## config.mk

```make
export PLATFORM = sky130hd
export DESIGN_NAME = fism_div
export DESIGN_NICKNAME = d
export VERILOG_FILES = /design/src/rtl/fism_pkg.sv /design/src/rtl/fism_div.sv
export SDC_FILE = /design/constraint.sdc
export NUM_CORES = 1
export LEC_CHECK = 0
export BUFFER_PORTS_ARGS = -buffer_cell sky130_fd_sc_hd__buf_2
export CORE_ASPECT_RATIO = 2
export CORE_MARGIN = 2
export CORE_UTILIZATION = 51
export CTS_CLUSTER_DIAMETER = 100
export CTS_CLUSTER_SIZE = 24
export DETAILED_ROUTE_END_ITERATION = 12
export HOLD_SLACK_MARGIN = 0.08
export PLACE_DENSITY = 0.9
export SLEW_MARGIN = 5
export SYNTH_ARGS = -nofsm -noshare
export SYNTH_HDL_FRONTEND = slang
export SYNTH_SLANG_ARGS = --single-unit
```

## constraint.sdc

```tcl
create_clock -name i_clk -period 2.91 [get_ports i_clk]
set_input_delay 0.4365 -clock i_clk [delete_from_list [all_inputs] [get_ports i_clk]]
set_output_delay 0.4365 -clock i_clk [all_outputs]
set_load 0.01 [all_outputs]
```

## src/rtl/fism_pkg.sv

```systemverilog
// shared types and constants for the frame interval stutter monitor
package fism_pkg;

    localparam int unsigned FPS_W       = 10;
    localparam int unsigned US_PER_SEC  = 1000000;
    localparam int unsigned DEFAULT_FPS = 60;
    localparam int unsigned SCORE_FULL  = 25600;
    localparam int unsigned HITCH_WT    = 128000;
    localparam int unsigned EXP_W       = 20;
    localparam int unsigned LIMIT_W     = 21;

    typedef enum logic [1:0] {
        MODE_RECORD   = 2'd0,
        MODE_SNAPSHOT = 2'd1,
        MODE_CLEAR    = 2'd2
    } t_mode;

    typedef enum logic [2:0] {
        ST_IDLE,
        ST_DIV_E,
        ST_WALK,
        ST_DIV_AVG,
        ST_DIV_SCORE,
        ST_DONE
    } t_state;

    typedef struct packed {
        logic [1:0]  mode;
        logic [31:0] interval;
    } t_in_req;

    typedef struct packed {
        logic [9:0]  sample_count;
        logic [9:0]  hitch_count;
        logic [39:0] average_q8;
        logic [31:0] maximum;
        logic [14:0] score_q8;
        logic [9:0]  rate_echo;
    } t_out_rsp;

    typedef struct packed {
        logic done;
        logic busy;
    } t_div_status;

endpackage

```

## src/rtl/fism_div.sv

```systemverilog
// iterative restoring divider, one quotient bit per cycle
module fism_div
    import fism_pkg::*;
#(
    parameter int unsigned DVD_W = 50,
    parameter int unsigned DVS_W = 10
) (
    input  logic             i_clk,
    input  logic             i_rst_n,
    input  logic             i_start,
    input  logic [DVD_W-1:0] i_dividend,
    input  logic [DVS_W-1:0] i_divisor,
    output t_div_status      o_status,
    output logic [DVD_W-1:0] o_quot
);

    localparam int unsigned CW = $clog2(DVD_W + 1);

    logic             r_busy;
    logic             r_done;
    logic [CW-1:0]    r_cnt;
    logic [DVS_W:0]   r_rem;
    logic [DVS_W-1:0] r_dvs;
    logic [DVD_W-1:0] r_quo;
    logic [DVS_W:0]   trial;
    logic             fits;

    always_comb begin
        trial = {r_rem[DVS_W-1:0], r_quo[DVD_W-1]};
        fits  = trial >= {1'b0, r_dvs};
    end

    always_ff @(posedge i_clk) begin
        if (!i_rst_n) begin
            r_busy <= 1'b0;
            r_done <= 1'b0;
            r_cnt  <= '0;
        end else if (i_start) begin
            r_busy <= 1'b1;
            r_done <= 1'b0;
            r_cnt  <= CW'(DVD_W);
        end else if (r_busy) begin
            r_cnt <= r_cnt - CW'(1);
            if (r_cnt == CW'(1)) begin
                r_busy <= 1'b0;
                r_done <= 1'b1;
            end
        end else begin
            r_done <= 1'b0;
        end
    end

    always_ff @(posedge i_clk) begin
        if (i_start) begin
            r_quo <= i_dividend;
            r_rem <= '0;
            r_dvs <= i_divisor;
        end else if (r_busy) begin
            r_rem <= fits ? (trial - {1'b0, r_dvs}) : trial;
            r_quo <= {r_quo[DVD_W-2:0], fits};
        end
    end

    assign o_status = '{done: r_done, busy: r_busy};
    assign o_quot   = r_quo;

endmodule

```

=== After elaboration in Yosys (flattened, before gate mapping) ===
Index checks and enable logic that the tools add are counted.

* Flip-flop bits (word level): 78
* Input port bits: 63
* Output and inout bits: 52
* Logic and storage cells: 24

* Add/sub/neg operators: 2
* $lt $le $gt $ge: 1
* Equality and inequality tests: 1
* Multiplexer cells: 8
* Bitwise operators: 2
* Reductions and logical operators: 3

{| class="wikitable"
|+ Operators with widths
! operator !! count
|-
| $mux W50 || 2
|-
| $mux W6 || 2
|-
| $ge A11 B10 Y1 || 1
|-
| $mux W10 || 1
|-
| $sub A10 B10 Y10 || 1
|-
| $eq A6 B1 Y1 const B || 1
|-
| $sub A6 B1 Y6 const B || 1
|-
| $mux W1 || 3
|-
| $reduce_or A3 Y1 || 1
|-
| $not A1 Y1 || 2
|-
| $reduce_bool A2 Y1 || 1
|-
| $reduce_or A2 Y1 || 1
|}

=== Logic depth before layout (Yosys ltp) ===
Gate-level depths: netlist (run 1).

* Depth in word-level cells: 4
* Gate-level depth with buffers: 10
* Gate-level depth less buffers: 10

=== Worst setup path before layout (run 1) ===
OpenSTA, ideal clock, no wires.

* Path kind: reg-to-reg
* Start: reg r_quo[49] (netlist: o_quot[49])
* End: reg r_rem[6]
* Library setup time: 0.086 ns
* Data arrival time: 2.048 ns
* Data required time: 2.824 ns
* Slack: 0.776 ns
* Stages on the path, launching flop included: 11
* Path buffers: 0
* Period minus slack after synthesis: 2.134 ns
* Cells stage by stage: edfxtp_1 > inv_1 > ha_1 > inv_1 > fa_1 > a211oi_1 > nor3b_1 > o22ai_1 > xnor2_1 > mux2i_1 > a211oi_1

* Longest elaborated chain between the ends: 2
* Elaborated cells between the ends (all ways): 3
* Those cells by class: 1 x add/sub; 1 x order compare; 1 x mux

{| class="wikitable"
|+ Ends and longest elaborated chain
! element !! line !! RTL
|-
| start: declaration || fism_div.sv:24 || <nowiki>logic [DVD_W-1:0] r_quo;</nowiki>
|-
| start signal: assignment || fism_div.sv:55 || <nowiki>r_quo <= i_dividend;</nowiki>
|-
| start signal: assignment || fism_div.sv:60 || <nowiki>r_quo <= {r_quo[DVD_W-2:0], fits};</nowiki>
|-
| $sub A10 B10 Y10 or $ge A11 B10 Y1 (tied branches) || fism_div.sv:59, fism_div.sv:30 ||
|-
| $mux W10 (*) || fism_div.sv:59 || <nowiki>r_rem <= fits ? (trial - {1'b0, r_dvs}) : trial;</nowiki>
|-
| end signal: assignment || fism_div.sv:59 ||
|-
| end: declaration || fism_div.sv:22 || <nowiki>logic [DVS_W:0] r_rem;</nowiki>
|}

Every way passes the cells marked *; elsewhere a longest branch is shown, timed or not.
A chain may end at the register's enable or synchronous reset.

=== Final worst setup path (run 1) ===
* Start: reg r_quo[49] (netlist: o_quot[49])
* End: reg r_rem[8]

Same word-level chain as after synthesis.

==> flow_metrics.env, run 1 <==
export IMPL_ant_nets=0
export IMPL_io_pins=115
export IMPL_cap_violations=0
export IMPL_dp_hpwl_mm=4.920
export IMPL_wl_mm=6.852
export IMPL_r2r_start="o_quot[49]"
export IMPL_wl_per_cell_um=14.13
export IMPL_fin_skew_ns=0.007595
export IMPL_io_buffers=114
export IMPL_vias=2551
export IMPL_clock_sinks=78
export IMPL_ff2ff_setup_slack_ns=0.56
export IMPL_start_util_pct=51.70
export IMPL_cp_arrival_ns=2.59
export IMPL_yosysTopAreaCell="edfxtp_1"
export IMPL_critPathKind="reg -> reg"
export IMPL_crit_slowest_cell="fa_1"
export IMPL_core_area_sq_um=7157
export IMPL_clock_path_buffers=2
export IMPL_worst_ep_required_time_ns=3.15
export IMPL_layout_nets=464
export IMPL_final_min_clock_period_ns=2.352
export IMPL_place_inst=469
export IMPL_syn_inst=273
export IMPL_synth_cell_type_count=42
export IMPL_clk_pin_slew_worst_paths_ns=0.06
export IMPL_die_h_um=124.5
export IMPL_fin_tns_setup_ns=0
export IMPL_drt_pre_antenna_iters=4
export IMPL_viasPerCell=5.260
export IMPL_cts_tree="built"
export IMPL_synth_edf_count=60
export IMPL_fmax_mhz=425.2
export IMPL_r2r_end="r_rem[8]"
export IMPL_status="complete, no violations"
export IMPL_antenna_found_initial=0
export IMPL_ctsHoldBuffers=0
export IMPL_die_area_sq_um=7993
export IMPL_syn_nets=349
export IMPL_place_congestion=0.7892
export IMPL_rsz0062_at_grt="false"
export IMPL_synth_ff_type="edfxtp_1"
export IMPL_die_w_um=64.23
export IMPL_tightestPinTransition_ns=0.5566
export IMPL_cp_num_buf_inv=2
export IMPL_drc=0
export IMPL_postCtsSetupBuffers=0
export IMPL_path_max_fanout=3
export IMPL_endpoint_kind="register"
export IMPL_clk_latency_ns=0.33
export IMPL_grt_pass1_wl_mm=11.29
export IMPL_slew_headroom_pct=62.90
export IMPL_yosys_warnings=0
export IMPL_area_growth_pct=25.70
export IMPL_synth_most_common_cell="edfxtp_1"
export IMPL_cp_slowest_stage_delay_ns=0.40
export IMPL_cts_resized=0
export IMPL_min_to="r_dvs[3]"
export IMPL_yosys_register_bits=78
export IMPL_synth_avg_cell_area_sq_um=13.55
export IMPL_rows=44
export IMPL_grtUsageTotal_pct=18.11
export IMPL_ys_seq_area_share_pct=58.44
export IMPL_yosysTopAreaCellShare_pct=48.70
export IMPL_power_density_nw_per_um2=635.3
export IMPL_setup_viol=0
export IMPL_power_leakage_nw=1.962
export IMPL_htree_levels=3
export IMPL_worstPathCellList="inv_1, ha_1, inv_1, fa_1, a211oi_1, nor3b_1, o22ai_1, xnor2_1, mux2i_1, a211oi_1"
export IMPL_grt_ovfl_total=0
export IMPL_hold_path_class="in -> reg"
export IMPL_numCtsBuffers=9
export IMPL_layout_drive_gt1_share_pct=48.09
export IMPL_ff2ff_path_depth=10
export IMPL_synth_common_cells="edfxtp_1 (60), mux2_2 (50), nor2_1 (25), dfxtp_1 (18), inv_1 (15)"
export IMPL_stdcell_count=485
export IMPL_finalHoldViolCount=0
export IMPL_critPathLaunchType="register"
export IMPL_grt_pass1_vias=2514
export IMPL_holdPathStages=1
export IMPL_diodes=0
export IMPL_grt_max_degree=77
export IMPL_dr_first_iter_drc_count=114
export IMPL_async_flop_share_pct=0
export IMPL_syn_area_sq_um=3700
export IMPL_hold_start="i_divisor[3]"
export IMPL_cts_root_buffer="clkbuf_16"
export IMPL_period_share_pct=80.83
export IMPL_ys_top_cells_by_area="edfxtp_1 (49%), mux2_2 (15%), dfxtp_1 (9.7%), ha_1 (4.1%), nor2_1 (2.5%)"
export IMPL_drv_slew=0
export IMPL_peakVddDrop_mv=0.5043
export IMPL_crit_family="compound AO/OA/AOI/OAI gates"
[cells by family after synthesis]
kind of cell	share of synthesized area, %
flops	58.44
buf+inv	3.449
compound gates	7.170
mux	17.69
xor+xnor	2.604
fa+ha+maj	4.599
simple gates	6.054
[worst register-to-register path, delay by kind of cell (launching register included)]
family / cells / cell delay, ns
AOI/OAI and AO/OA: 3 / 0.78
buffers and inverters: 2 / 0.14
and+or+nand+nor: 1 / 0.15
xor gates and xnor gates: 1 / 0.15
adders and majority gates: 2 / 0.57
muxes: 1 / 0.09
DFF: 1 / 0.38
[state kept, by name, indices dropped and copies added, names as in the netlist]
name	cells
r_dvs	10
r_busy	1
r_cnt	6
r_rem	10
o_quot	50
r_done	1
[through the flow]
stage | utilization (%) | area [sq um] | setup WS, ns | hold slack [ns] | total power, W
detailed placement | 61.00 | 4365 | 0.5797 | 0.4965 | 0.001947
global placement | 61.00 | 4365 | 0.6533 | 0.4940 | 0.001926
floorplan | - | 3700 | 0.7763 | 0.4785 | 0.001766
global route | 64.98 | 4651 | 0.3766 | 0.2675 | 0.003100
finish | 64.98 | 4651 | 0.5580 | 0.2841 | 0.002955
CTS | 64.98 | 4651 | 0.5626 | 0.2712 | 0.002990
[layout make-up]
class	count	area (sq um)
clock inverter	6	46.29
fill	554	2506
multi-input combinational	166	1410
inverter	16	60.06
sequential	78	2162
tap	92	115.1
clock buffer	10	239.0
timing repair buffer	117	618.1
[cells in the final DEF, fill, tap and decap left out, types with 2 or more instances in the layout]
cell type / n
clkbuf_16: 9
inv_1: 15
buf_2: 114
o22ai_1: 2
mux2_2: 50
mux2i_1: 8
clkinvlp_4: 2
dfxtp_1: 18
o21a_1: 7
edfxtp_1: 60
clkinv_4: 2
nand2_1: 5
or2_2: 2
xor2_1: 5
nor2_1: 25
a211oi_1: 9
o21ai_0: 2
ha_1: 12
a2111oi_2: 2
buf_12: 2
a21oi_1: 6
nor3_1: 4
nor4_1: 3
xnor2_1: 6
[metal layers]
layer | up-vias | wire (um) | global-route usage [%]
met3 | 6 | 501 | 6.233
met5 | - | 0 | 0
met1 | 1196 | 2967 | 23.32
met4 | 0 | 93 | 6.258
met2 | 100 | 3291 | 28.37
li1 | 1249 | - | -
[report_power, final]
group / total (W) / internal [W] / switching [W]
combinational: 0.000533 / 0.000261 / 0.000272
sequential: 0.00139 / 0.00133 / 0.0000583
clock: 0.00103 / 0.000604 / 0.000428
[how the worst max path moves through the flow]
stage                     from  depth (start not counted)  endpoint
floorplan           o_quot[49]                         10  r_rem[6]
detailed placement    r_dvs[1]                          8  r_rem[0]
CTS                 o_quot[49]                         10  r_rem[8]
global route          r_dvs[1]                          8  r_rem[0]
finish              o_quot[49]                         10  r_rem[8]
global placement      r_dvs[9]                          8  r_rem[0]
Note: power is estimated with default switching activity, not from simulation.
==> run 2, diff against run 1 <==
--- a/config.mk
+++ b/config.mk
@@ -8,12 +8,12 @@
 export BUFFER_PORTS_ARGS = -buffer_cell sky130_fd_sc_hd__buf_2
 export CORE_ASPECT_RATIO = 2
 export CORE_MARGIN = 2
-export CORE_UTILIZATION = 51
+export CORE_UTILIZATION = 46
 export CTS_CLUSTER_DIAMETER = 100
 export CTS_CLUSTER_SIZE = 24
 export DETAILED_ROUTE_END_ITERATION = 12
 export HOLD_SLACK_MARGIN = 0.08
-export PLACE_DENSITY = 0.9
+export PLACE_DENSITY = 0.86
 export SLEW_MARGIN = 5
 export SYNTH_ARGS = -nofsm -noshare
 export SYNTH_HDL_FRONTEND = slang
==> constraint.sdc (replaced) <==
create_clock -name i_clk -period 1.9 [get_ports i_clk]
set_input_delay 0.285 -clock i_clk [delete_from_list [all_inputs] [get_ports i_clk]]
set_output_delay 0.285 -clock i_clk [all_outputs]
set_load 0.01 [all_outputs]
==> flow_metrics.env, run 2 (synthesized netlist as in run 1, its figures left out) <==
export IMPL_status="finished with violations"
export IMPL_violations="setup timing"
export IMPL_io_pins=115
export IMPL_drv_slew=0
export IMPL_layout_nets=507
export IMPL_worst_ep_required_time_ns=2.15
export IMPL_core_area_sq_um=7885
export IMPL_largest_reg_flops=50
export IMPL_dpl_instance_area_sq_um=4681
export IMPL_crit_slowest_cell="edfxtp_1"
export IMPL_grt_max_degree=40
export IMPL_cts_tree="built"
export IMPL_fmax_mhz=459.6
export IMPL_dp_hpwl_mm=6.346
export IMPL_path_max_fanout=4
export IMPL_power_leakage_nw=2.214
export IMPL_critPathLaunchType="register"
export IMPL_finalHoldViolCount=0
export IMPL_drt_pre_antenna_iters=4
export IMPL_fin_tns_setup_ns=-2.319
export IMPL_fillers=516
export IMPL_worstPathCellList="inv_2, ha_4, buf_6, nand4_1, nor4_4, a2111oi_4, nand2_4, mux2_1, a211oi_2"
export IMPL_clk_latency_ns=0.33
export IMPL_rows=46
export IMPL_numCtsBuffers=9
export IMPL_critPathKind="reg -> reg"
export IMPL_place_congestion=0.8541
export IMPL_power_density_nw_per_um2=935.0
export IMPL_grt_pass1_vias=3015
export IMPL_cap_violations=0
export IMPL_final_cell_mix="buf_2 (114), edfxtp_1 (60), mux2_2 (49)"
export IMPL_hold_path_class="in -> reg"
export IMPL_die_h_um=130.8
export IMPL_final_util_pct=65.99
export IMPL_wl_per_cell_um=17.08
export IMPL_antenna_found_initial=0
export IMPL_diodes=0
export IMPL_ant_nets=0
export IMPL_dr_first_iter_drc_count=51
export IMPL_rsz0062_at_grt="true"
export IMPL_mostFrequentLayoutCell="buf_2"
export IMPL_regArea_sq_um=2162
export IMPL_multi_input_area_sq_um=1630
export IMPL_final_area_sq_um=5204
export IMPL_peakVddDrop_mv=0.7919
export IMPL_crit_family="compound AO/OA/AOI/OAI gates"
export IMPL_fin_skew_ns=0.006174
export IMPL_die_w_um=67.42
export IMPL_htree_levels=3
export IMPL_cp_slowest_stage_delay_ns=0.39
export IMPL_layout_drive_gt1_share_pct=59.63
export IMPL_place_ws_ns=-0.1956
export IMPL_endpoint_kind="register"
export IMPL_start_util_pct=46.92
export IMPL_cp_num_buf_inv=2
export IMPL_viasPerCell=5.293
export IMPL_ctsHoldBuffers=0
export IMPL_io_buffers=114
export IMPL_cp_arrival_ns=2.43
export IMPL_wl_mm=9.085
export IMPL_tightestPinTransition_ns=0.4484
export IMPL_cts_root_buffer="clkbuf_16"
export IMPL_area_growth_pct=40.65
export IMPL_vias=2816
export IMPL_clock_sinks=78
export IMPL_period_share_pct=114.5
export IMPL_die_area_sq_um=8820
export IMPL_grt_ovfl_total=0
export IMPL_final_min_clock_period_ns=2.176
export IMPL_grtUsageTotal_pct=21.32
export IMPL_setup_viol=11
export IMPL_drc=0
export IMPL_slew_headroom_pct=69.83
export IMPL_holdWs_ns=0.1257
export IMPL_clock_path_buffers=2
export IMPL_clk_pin_slew_worst_paths_ns=0.06
export IMPL_grt_pass1_wl_mm=13.87
export IMPL_fin_ws_ns=-0.2757
[run 2: changes by cell type in the layout (fill, tap and decap cells not counted), sizes merged]
cell / change
buf: +43
inv: -1
clkbuf: -1
clkinv: +2
[run 2: routing by layer]
metal / vias up / share of wire [%] / track usage, %
met5: - / 0 / 0
met4: 0 / 4.1 / 11.16
li1: 1324 / - / -
met3: 33 / 4.7 / 5.651
met1: 1355 / 34 / 21.38
met2: 104 / 57 / 38.85
[run 2: metrics by stage]
stage               cells  total power [W]
finish                532         0.004866
global route          532         0.005057
CTS                   530         0.004812
detailed placement    506         0.003150
global placement      506         0.003113
floorplan             273         0.002736
[run 2: area by class of cell]
type	instances	share of cell area, %
Sequential cell	78	41.55
Timing Repair Buffer	160	18.54
Inverter	16	1.154
Clock buffer	9	4.328
Tap cell	96	2.308
Clock inverter	7	0.7935
Multi-Input combinational cell	166	31.33
[run 2: worst paths after layout]
kind,from,to,slack [ns],depth (start not counted)
worst max-delay path,r_dvs[9],r_rem[0],-0.28,9
worst min-delay path,i_divisor[1],r_dvs[1],0.13,1
worst max register to register,r_dvs[9],r_rem[0],-0.28,9
worst min register to register,r_done,r_done,0.52,2
[run 2: power breakdown]
part | internal [W] | leakage, nW | switching [W]
clock network | 0.000872 | 0.126 | 0.000676
registers | 0.00204 | 0.749 | 0.0000979
logic | 0.000624 | 1.34 | 0.000556
total | 0.00354 | 2.21 | 0.00133
[run 2: timing repair]
action                                  4_1_cts  5_1_grt
resized for setup                            20       15
endpoints found under the setup margin       10       11
cloned                                        1        0
buffers inserted                              7        3
pin swaps                                    10       17
